File: src/hdl/ccd_pkg.sv
// Package for the clock/calendar display block: state and result types,
// configuration indexes and the seven-segment table. No dependencies.
package ccd_pkg;

    localparam int CFG_IDX_W  = 2;
    localparam int CFG_DATA_W = 16;

    localparam logic [CFG_IDX_W-1:0] CFG_TICKS_PER_SECOND = 2'd0;
    localparam logic [CFG_IDX_W-1:0] CFG_ALARM_HOUR       = 2'd1;
    localparam logic [CFG_IDX_W-1:0] CFG_ALARM_MINUTE     = 2'd2;

    localparam logic [15:0] TICKS_PER_SECOND_RST = 16'd244;
    localparam logic [4:0]  ALARM_HOUR_RST       = 5'd7;
    localparam logic [5:0]  ALARM_MINUTE_RST     = 6'd0;

    // Display mode codes; every other code shows hour:minute.
    localparam logic [2:0] MODE_YEAR    = 3'd5;
    localparam logic [2:0] MODE_DATE    = 3'd6;
    localparam logic [2:0] MODE_MIN_SEC = 3'd3;

    typedef struct packed {
        logic [15:0] ticks_per_second;
        logic [4:0]  alarm_hour;
        logic [5:0]  alarm_minute;
    } ccd_cfg_t;

    // Year digits: index 0 is thousands, index 3 is units.
    typedef struct packed {
        logic [3:0][3:0] year;
        logic [3:0]      month;
        logic [4:0]      day;
        logic [1:0]      hr_t;
        logic [3:0]      hr_u;
        logic [2:0]      min_t;
        logic [3:0]      min_u;
        logic [2:0]      sec_t;
        logic [3:0]      sec_u;
    } ccd_time_t;

    localparam ccd_time_t TIME_RST = '{
        year:  {4'd8, 4'd1, 4'd0, 4'd2},
        month: 4'd2,
        day:   5'd28,
        hr_t:  2'd2,
        hr_u:  4'd3,
        min_t: 3'd5,
        min_u: 4'd9,
        sec_t: 3'd5,
        sec_u: 4'd5
    };

    // Packed so that segments sit in the lowest bits.
    typedef struct packed {
        logic       second_tick;
        logic       alarm;
        logic [1:0] digit_select;
        logic [7:0] segments;
    } ccd_result_t;

    function automatic logic [7:0] seg_pattern(input logic [3:0] digit);
        logic [7:0] pat;
        case (digit)
            4'd0:    pat = 8'hFC;
            4'd1:    pat = 8'h60;
            4'd2:    pat = 8'hDA;
            4'd3:    pat = 8'hF2;
            4'd4:    pat = 8'h66;
            4'd5:    pat = 8'hB6;
            4'd6:    pat = 8'hBE;
            4'd7:    pat = 8'hE4;
            4'd8:    pat = 8'hFE;
            4'd9:    pat = 8'hF6;
            default: pat = 8'h00;
        endcase
        return pat;
    endfunction

endpackage

File: src/hdl/ccd_time.sv
// BCD time and calendar counter cascade, scan position and alarm compare.
// Depends on ccd_pkg.
module ccd_time
    import ccd_pkg::*;
(
    input  logic       aclk,
    input  logic       aresetn,
    input  logic       advance,
    input  ccd_cfg_t   cfg,
    output ccd_time_t  time_cur,
    output logic [1:0] pos_next,
    output logic       alarm_next,
    output logic       tick_next
);

    logic [1:0]  scan_reg, scan_next;
    logic [15:0] subtick_reg, subtick_next;
    ccd_time_t   time_reg, time_next;

    logic [15:0] cnt_inc;
    logic        bump;
    logic        c_st, c_mu, c_mt, c_h, c_d, c_m;
    logic        c_y;
    logic [4:0]  mlen;
    logic        leap;
    logic [1:0]  low_mod4;
    logic [1:0]  high_mod4;
    logic        low_zero;
    logic [4:0]  hour_val;
    logic [5:0]  min_val;

    assign scan_next = advance ? scan_reg + 2'd1 : scan_reg;
    assign pos_next  = scan_reg + 2'd1;
    assign bump      = advance && !pos_next[0];
    assign cnt_inc   = subtick_reg + 16'd1;
    assign tick_next = bump && (cnt_inc >= cfg.ticks_per_second);

    always_comb begin
        subtick_next = subtick_reg;
        if (tick_next) begin
            subtick_next = '0;
        end else if (bump) begin
            subtick_next = cnt_inc;
        end
    end

    // Leap year from BCD digits: low two digits mod 4 is 2*tens + units mod 4.
    assign low_mod4  = time_reg.year[3][1:0] + {time_reg.year[2][0], 1'b0};
    assign high_mod4 = time_reg.year[1][1:0] + {time_reg.year[0][0], 1'b0};
    assign low_zero  = (time_reg.year[3] == 4'd0) && (time_reg.year[2] == 4'd0);
    assign leap      = low_zero ? (high_mod4 == 2'd0) : (low_mod4 == 2'd0);

    always_comb begin
        case (time_reg.month)
            4'd4, 4'd6, 4'd9, 4'd11: mlen = 5'd30;
            4'd2:                    mlen = leap ? 5'd29 : 5'd28;
            default:                 mlen = 5'd31;
        endcase
    end

    always_comb begin
        time_next = time_reg;
        c_st = 1'b0;
        c_mu = 1'b0;
        c_mt = 1'b0;
        c_h  = 1'b0;
        c_d  = 1'b0;
        c_m  = 1'b0;
        c_y  = 1'b0;
        if (tick_next) begin
            if (time_reg.sec_u == 4'd9) begin
                time_next.sec_u = '0;
                c_st = 1'b1;
            end else begin
                time_next.sec_u = time_reg.sec_u + 4'd1;
            end
        end
        if (c_st) begin
            if (time_reg.sec_t == 3'd5) begin
                time_next.sec_t = '0;
                c_mu = 1'b1;
            end else begin
                time_next.sec_t = time_reg.sec_t + 3'd1;
            end
        end
        if (c_mu) begin
            if (time_reg.min_u == 4'd9) begin
                time_next.min_u = '0;
                c_mt = 1'b1;
            end else begin
                time_next.min_u = time_reg.min_u + 4'd1;
            end
        end
        if (c_mt) begin
            if (time_reg.min_t == 3'd5) begin
                time_next.min_t = '0;
                c_h = 1'b1;
            end else begin
                time_next.min_t = time_reg.min_t + 3'd1;
            end
        end
        if (c_h) begin
            if (time_reg.hr_t == 2'd2 && time_reg.hr_u == 4'd3) begin
                time_next.hr_t = '0;
                time_next.hr_u = '0;
                c_d = 1'b1;
            end else if (time_reg.hr_u == 4'd9) begin
                time_next.hr_u = '0;
                time_next.hr_t = time_reg.hr_t + 2'd1;
            end else begin
                time_next.hr_u = time_reg.hr_u + 4'd1;
            end
        end
        if (c_d) begin
            if (time_reg.day >= mlen) begin
                time_next.day = 5'd1;
                c_m = 1'b1;
            end else begin
                time_next.day = time_reg.day + 5'd1;
            end
        end
        if (c_m) begin
            if (time_reg.month >= 4'd12) begin
                time_next.month = 4'd1;
                c_y = 1'b1;
            end else begin
                time_next.month = time_reg.month + 4'd1;
            end
        end
        // Year ripples from units (index 3) up to thousands; 9999 wraps to 0.
        for (int i = 3; i >= 0; i--) begin
            if (c_y) begin
                if (time_reg.year[i] == 4'd9) begin
                    time_next.year[i] = '0;
                end else begin
                    time_next.year[i] = time_reg.year[i] + 4'd1;
                    c_y = 1'b0;
                end
            end
        end
    end

    assign hour_val   = {time_next.hr_t, 3'b000} + {2'b00, time_next.hr_t, 1'b0}
                      + {1'b0, time_next.hr_u};
    assign min_val    = {time_next.min_t, 3'b000} + {2'b00, time_next.min_t, 1'b0}
                      + {2'b00, time_next.min_u};
    assign alarm_next = (hour_val == cfg.alarm_hour) && (min_val == cfg.alarm_minute);

    always_ff @(posedge aclk) begin
        if (!aresetn) begin
            scan_reg    <= '0;
            subtick_reg <= '0;
            time_reg    <= TIME_RST;
        end else if (advance) begin
            scan_reg    <= scan_next;
            subtick_reg <= subtick_next;
            time_reg    <= time_next;
        end
    end

    assign time_cur = time_reg;

endmodule

File: src/hdl/ccd_display.sv
// Digit selection for the chosen view and seven-segment lookup.
// Depends on ccd_pkg.
module ccd_display
    import ccd_pkg::*;
(
    input  ccd_time_t  time_cur,
    input  logic [2:0] mode,
    input  logic [1:0] pos,
    output logic [7:0] segments
);

    logic [1:0] day_t;
    logic [4:0] day_rem;
    logic       mon_t;
    logic [3:0] mon_u;
    logic [3:0] digit;

    always_comb begin
        if (time_cur.day >= 5'd30) begin
            day_t   = 2'd3;
            day_rem = time_cur.day - 5'd30;
        end else if (time_cur.day >= 5'd20) begin
            day_t   = 2'd2;
            day_rem = time_cur.day - 5'd20;
        end else if (time_cur.day >= 5'd10) begin
            day_t   = 2'd1;
            day_rem = time_cur.day - 5'd10;
        end else begin
            day_t   = 2'd0;
            day_rem = time_cur.day;
        end
        mon_t = time_cur.month >= 4'd10;
        mon_u = mon_t ? time_cur.month - 4'd10 : time_cur.month;
    end

    always_comb begin
        case (mode)
            MODE_YEAR: begin
                case (pos)
                    2'd3:    digit = time_cur.year[2];
                    2'd2:    digit = time_cur.year[3];
                    2'd1:    digit = time_cur.year[1];
                    default: digit = time_cur.year[0];
                endcase
            end
            MODE_DATE: begin
                case (pos)
                    2'd3:    digit = {2'b00, day_t};
                    2'd2:    digit = day_rem[3:0];
                    2'd1:    digit = mon_u;
                    default: digit = {3'b000, mon_t};
                endcase
            end
            MODE_MIN_SEC: begin
                case (pos)
                    2'd3:    digit = {1'b0, time_cur.sec_t};
                    2'd2:    digit = time_cur.sec_u;
                    2'd1:    digit = time_cur.min_u;
                    default: digit = {1'b0, time_cur.min_t};
                endcase
            end
            default: begin
                case (pos)
                    2'd3:    digit = {1'b0, time_cur.min_t};
                    2'd2:    digit = time_cur.min_u;
                    2'd1:    digit = time_cur.hr_u;
                    default: digit = {2'b00, time_cur.hr_t};
                endcase
            end
        endcase
    end

    assign segments = seg_pattern(digit);

endmodule

File: src/hdl/ccd_outbuf.sv
// Result register with a skid stage, so input acceptance continues while
// a result waits. Depends on ccd_pkg.
module ccd_outbuf
    import ccd_pkg::*;
(
    input  logic        aclk,
    input  logic        aresetn,
    input  logic        in_valid,
    input  ccd_result_t in_data,
    output logic        in_ready,
    output logic        out_valid,
    output ccd_result_t out_data,
    input  logic        out_ready
);

    logic        out_valid_reg;
    ccd_result_t out_data_reg;
    logic        skid_valid_reg;
    ccd_result_t skid_data_reg;
    logic        take;

    assign in_ready  = !skid_valid_reg;
    assign take      = out_valid_reg && out_ready;
    assign out_valid = out_valid_reg;
    assign out_data  = out_data_reg;

    always_ff @(posedge aclk) begin
        if (!aresetn) begin
            out_valid_reg  <= 1'b0;
            skid_valid_reg <= 1'b0;
        end else if (take) begin
            if (skid_valid_reg) begin
                out_data_reg   <= skid_data_reg;
                skid_valid_reg <= 1'b0;
            end else if (in_valid) begin
                out_data_reg <= in_data;
            end else begin
                out_valid_reg <= 1'b0;
            end
        end else if (in_valid) begin
            if (!out_valid_reg) begin
                out_data_reg  <= in_data;
                out_valid_reg <= 1'b1;
            end else begin
                skid_data_reg  <= in_data;
                skid_valid_reg <= 1'b1;
            end
        end
    end

endmodule

File: src/hdl/clock_calendar_display.sv
// Top level of the BCD clock/calendar with multiplexed seven-segment output.
// Depends on ccd_pkg, ccd_time, ccd_display and ccd_outbuf.
//
//   channel   direction  tdata fields (lowest bit up)                 handshake
//   s_        in         display_mode[2:0], zero pad to 8 bits        s_tvalid/s_tready
//   m_        out        segments[7:0], digit_select[9:8], alarm[10], m_tvalid/m_tready
//                        second_tick[11], zero pad to 16 bits
//   cfg_wr_   in         cfg_wr_index selects register, cfg_wr_data   cfg_wr_en
//
// One item per clock while s_tready is high: an accepted tick updates the counter
// cascade and the scan position in that cycle, and its result is registered.
// Synchronous active-low reset loads the calendar start values and the
// register defaults. A stalled output holds one result in the output
// register and one in the skid stage; s_tready drops only when both are full.
module clock_calendar_display
    import ccd_pkg::*;
(
    input  logic                  aclk,
    input  logic                  aresetn,
    input  logic                  s_tvalid,
    output logic                  s_tready,
    input  logic [7:0]            s_tdata,      // display_mode[2:0]
    output logic                  m_tvalid,
    input  logic                  m_tready,
    output logic [15:0]           m_tdata,      // segments, digit_select, alarm, second_tick
    input  logic                  cfg_wr_en,
    input  logic [CFG_IDX_W-1:0]  cfg_wr_index,
    input  logic [CFG_DATA_W-1:0] cfg_wr_data
);

    ccd_cfg_t    cfg_reg;
    ccd_time_t   time_cur;
    logic        accept;
    logic [1:0]  pos_next;
    logic        alarm_next;
    logic        tick_next;
    logic [7:0]  segments;
    ccd_result_t result;
    ccd_result_t out_data;

    assign accept = s_tvalid && s_tready;

    // Configuration registers; unknown indexes are dropped.
    always_ff @(posedge aclk) begin
        if (!aresetn) begin
            cfg_reg.ticks_per_second <= TICKS_PER_SECOND_RST;
            cfg_reg.alarm_hour       <= ALARM_HOUR_RST;
            cfg_reg.alarm_minute     <= ALARM_MINUTE_RST;
        end else if (cfg_wr_en) begin
            unique case (cfg_wr_index)
                CFG_TICKS_PER_SECOND: cfg_reg.ticks_per_second <= cfg_wr_data;
                CFG_ALARM_HOUR:       cfg_reg.alarm_hour       <= cfg_wr_data[4:0];
                CFG_ALARM_MINUTE:     cfg_reg.alarm_minute     <= cfg_wr_data[5:0];
                default: ;
            endcase
        end
    end

    // Advance scan position, subticks and calendar on every accepted item.
    ccd_time u_time (
        .aclk       (aclk),
        .aresetn    (aresetn),
        .advance    (accept),
        .cfg        (cfg_reg),
        .time_cur   (time_cur),
        .pos_next   (pos_next),
        .alarm_next (alarm_next),
        .tick_next  (tick_next)
    );

    // The shown digit comes from the time before this tick's update.
    ccd_display u_display (
        .time_cur (time_cur),
        .mode     (s_tdata[2:0]),
        .pos      (pos_next),
        .segments (segments)
    );

    always_comb begin
        result.segments     = segments;
        result.digit_select = pos_next;
        result.alarm        = alarm_next;
        result.second_tick  = tick_next;
    end

    // Hold results until the downstream side takes them.
    ccd_outbuf u_outbuf (
        .aclk      (aclk),
        .aresetn   (aresetn),
        .in_valid  (accept),
        .in_data   (result),
        .in_ready  (s_tready),
        .out_valid (m_tvalid),
        .out_data  (out_data),
        .out_ready (m_tready)
    );

    assign m_tdata = {4'b0000, out_data};

endmodule

File: config.mk
export PLATFORM = sky130hd
export DESIGN_NAME = clock_calendar_display
export DESIGN_NICKNAME = d
export VERILOG_FILES = /design/src/hdl/ccd_pkg.sv /design/src/hdl/ccd_time.sv /design/src/hdl/ccd_display.sv /design/src/hdl/ccd_outbuf.sv /design/src/hdl/clock_calendar_display.sv
export SDC_FILE = /design/constraint.sdc
export NUM_CORES = 1
export LEC_CHECK = 0
export BUFFER_PORTS_ARGS = -buffer_cell sky130_fd_sc_hd__buf_2
export CAP_MARGIN = 15
export CELL_PAD_IN_SITES_DETAIL_PLACEMENT = 1
export CELL_PAD_IN_SITES_GLOBAL_PLACEMENT = 1
export CORE_MARGIN = 4
export CORE_UTILIZATION = 35
export CTS_CLUSTER_DIAMETER = 30
export CTS_CLUSTER_SIZE = 30
export DETAILED_ROUTE_END_ITERATION = 8
export PLACE_DENSITY_LB_ADDON = 0.1
export SKIP_CTS_REPAIR_TIMING = 1
export SLEW_MARGIN = 20
export SYNTH_ARGS = -nofsm -noshare
export SYNTH_HDL_FRONTEND = slang
export SYNTH_SLANG_ARGS = --single-unit
File: constraint.sdc
create_clock -name aclk -period 15.75 [get_ports aclk]
set_clock_uncertainty 0.15 [all_clocks]
set_input_delay 3.15 -clock aclk [delete_from_list [all_inputs] [get_ports aclk]]
set_output_delay 3.15 -clock aclk [all_outputs]
set_load 0.02 [all_outputs]
==> out/qor.yml <==
timing.rr.end: "u_outbuf.out_data[10]$_DFFE_PP_"
power_switching_w: 0.000196
antenna_cells: 0
syn_area_per_cell_sq_um: 8.82
die_w_microns: 153
swShare: 0.248
slew_violations: 0
peakVddDrop_mv: 0.0567
worstSkewPairLatency_ns: 0.42
grt_usage: 0.170
reg2reg_slack_ns: 8.75
die_y_microns: 153
cts_tree: "yes"
cp-endpoint: "u_outbuf.out_data[10]$_DFFE_PP_"
finish.utilization: 0.407
synth-edff-count: 22
end_kind: "flop"
p_per_area_nw_per_um2: 95.2
p_clk_frac: 0.500
dp_hpwl_microns: 14600
synthesis.instances: 832
setup-tns-final_ns: 0
routedWlPerCell_microns: 17.5
fmax_mhz: 129
cap_violations: 0
tightest_slew_ns: 0.967
run_status: "complete, no violations"
drt_iter0_drc: 312
die-area_sq_um: 23300
clkTransAtPathRegs_ns: 0.06
cts_root_buffer: "clkbuf_16"
drive_above_1_share: 0.113
clockBufferDepth: 2
io_buffer_count: 38
criticalPathCategory: "input pin to flop"
rsz0062_at_grt: "false"
startpoint: "s_tvalid"
grt_max_degree: 60
design_area_sq_um: 8310
core_area_sq_um: 20400
area_growth_pct: 13.3
start_util: 0.359
cp.required_ns: 15.88
crit_top_cell: "nand2_1"
fin_crit_ns: 7.74
final_common_cell: "nand2_1"
vias: 6156
yosysSeqAreaShare: 0.341
crit_buf_inv: 3
largest_reg_flops: 45
synth-seq-cells: 114
cts.sinks: 114
first_pass_iters: 7
io_pins: 49
leakage_nw: 3.40
cpPeakStageDelay_ns: 0.53
yosys_warnings: 0
via_per_inst: 5.42
ctsHtreeMaxLevel: 4
ys_dominant_reg_cell: "dfxtp_1"
post_dp_cell_area_sq_um: 7700
synth_cell_types: 75
hold_path.class: "flop to flop"
hold_viol_final: 0
power_frac_comb: 0.107
cpMaxStageDelayCell: "nor4_1"
async_reset_ff_frac: 0
cp_data_arrival_time_ns: 7.87
overflow: 0
numCtsBuffers: 17
reg2regPathDepth: 24
start_kind: "input pin"
cp.depth: 20
drc_errors: 0
r2r-start: "u_time.subtick_reg[0]$_SDFFE_PN0P_"
setup_violations: 0
p_int_w: 0.000595
post-route-period-util: 0.491
syn_area_sq_um: 7340
path_max_fanout: 9
wl_microns: 19800
grt_pass1_vias: 6526
postRouteAntennaNets: 0
crit_family: "simple AND/OR/NAND/NOR gates"
final_cell_mix: "nand2_1, dfxtp_1, ha_1"
grt_antenna_before_repair: 0
rows: 52
p_seq_frac: 0.394
nets: 940
slew-limit-headroom: 0.352
gp_congestion: 0.771
grt_pass1_wl_microns: 32900
crit_chain: "buf_2 -> nand3b_1 -> nor4bb_1 -> buf_4 -> nand2_1 -> nor3b_1 -> nand2_1 -> xnor2_1 -> ha_1 -> ha_1 -> inv_1 -> fa_1 -> xor2_1 -> nand2_1 -> nor4_1 -> nand2_1 -> nor3_1 -> nor2_1 -> nor4_2 -> mux2_2"
area by class of cell:
| cell class | count | area (sq um) |
|---|---|---|
| Tap cell | 270 | 338 |
| Fill cell | 2418 | 12100 |
| Clock buffer | 24 | 503 |
| Timing Repair Buffer | 43 | 228 |
| Clock inverter | 8 | 100 |
| Multi-Input combinational cell | 628 | 4460 |
| Inverter | 48 | 180 |
| Sequential cell | 114 | 2500 |
Yosys cell counts (all sizes together), types with 9 or more instances:
| cell | instances | area (sq um) |
|---|---|---|
| a222oi | 9 | 90.1 |
| nand3 | 41 | 205 |
| nor2 | 33 | 124 |
| dfxtp | 92 | 1840 |
| ha | 54 | 676 |
| and2 | 14 | 87.6 |
| nand2b | 15 | 109 |
| nor2b | 24 | 150 |
| o211ai | 11 | 82.6 |
| buf | 20 | 120 |
| inv | 48 | 180 |
| and3 | 15 | 93.8 |
| xor2 | 14 | 123 |
| edfxtp | 22 | 661 |
| mux2i | 18 | 180 |
| nor3 | 13 | 75.1 |
| xnor2 | 29 | 254 |
| nand2 | 103 | 387 |
| a21oi | 28 | 140 |
| clkbuf | 26 | 97.6 |
| mux2 | 13 | 150 |
| a21boi | 20 | 150 |
| o21ai | 39 | 199 |
power by group through the flow:
stage                     Sequential, W  Combinational, W  Clock [W]
after CTS                      0.000312         0.0000850   0.000406
after detailed placement       0.000318         0.0000840          0
after global routing           0.000312         0.0000938   0.000418
after floorplan                0.000320         0.0000586          0
after global placement         0.000318         0.0000810          0
final                          0.000312         0.0000844   0.000395
routing by layer:
layer | routed length (microns) | track usage | share of wire
met1 | 8930 | 0.201 | 0.45
met2 | 10300 | 0.313 | 0.52
met3 | 391 | 0.0332 | 0.020
met4 | 172 | 0.0484 | 0.0087
met5 | 0 | 0 | 0
worst min-delay path by stage:
| stage | startpoint | endpoint | slack (ns) | cells after the start |
|---|---|---|---|---|
| 2_1_floorplan | cfg_reg[12]$_SDFFE_PN0P_ | cfg_reg[12]$_SDFFE_PN0P_ | 0.29 | 2 |
| 3_3_place_gp | cfg_reg[14]$_SDFFE_PN0P_ | cfg_reg[14]$_SDFFE_PN0P_ | 0.31 | 2 |
| 3_5_place_dp | cfg_reg[23]$_SDFFE_PN0P_ | cfg_reg[23]$_SDFFE_PN0P_ | 0.31 | 2 |
| 4_1_cts | cfg_reg[12]$_SDFFE_PN0P_ | cfg_reg[12]$_SDFFE_PN0P_ | 0.32 | 2 |
| 5_1_grt | cfg_reg[23]$_SDFFE_PN0P_ | cfg_reg[23]$_SDFFE_PN0P_ | 0.34 | 2 |
| 6_report | cfg_reg[23]$_SDFFE_PN0P_ | cfg_reg[23]$_SDFFE_PN0P_ | 0.31 | 2 |
cell families after synthesis:
kind of cell | count (synthesis) | synth area share
compound gates | 188 | 0.188
flops | 114 | 0.341
fa+ha+maj | 58 | 0.102
simple gates | 303 | 0.218
buf+inv | 94 | 0.0542
other cells | 1 | 0.000511
xor+xnor | 43 | 0.0513
mux | 31 | 0.0450
worst register-to-register path, cell delays in order (launching register included):
cell	delay, ns
dfxtp_1	0.43
ha_1	0.28
nand3_1	0.18
nor2_1	0.24
and3_1	0.33
nand3_1	0.13
xnor2_1	0.28
ha_1	0.32
a21oi_1	0.14
a21boi_0	0.17
a2111o_1	0.42
buf_4	0.20
nand4_1	0.19
nor3_1	0.08
xnor2_1	0.39
fa_1	0.52
fa_1	0.59
xor2_1	0.16
nand2_1	0.07
nor4_1	0.53
nand2_1	0.11
nor3_1	0.16
nor2_1	0.08
nor4_2	0.46
mux2_2	0.25
metrics by stage:
stage | power [W] | setup WS (ns) | hold slack, ns | instances
2_1_floorplan | 0.000379 | 8.87 | 0.293 | 836
3_3_place_gp | 0.000399 | 7.70 | 0.307 | 1103
3_5_place_dp | 0.000402 | 7.62 | 0.313 | 1103
4_1_cts | 0.000802 | 8.01 | 0.321 | 1135
5_1_grt | 0.000824 | 7.57 | 0.342 | 1135
6_report | 0.000791 | 8.01 | 0.315 | 1135
Power figures use the tool's default switching activity.
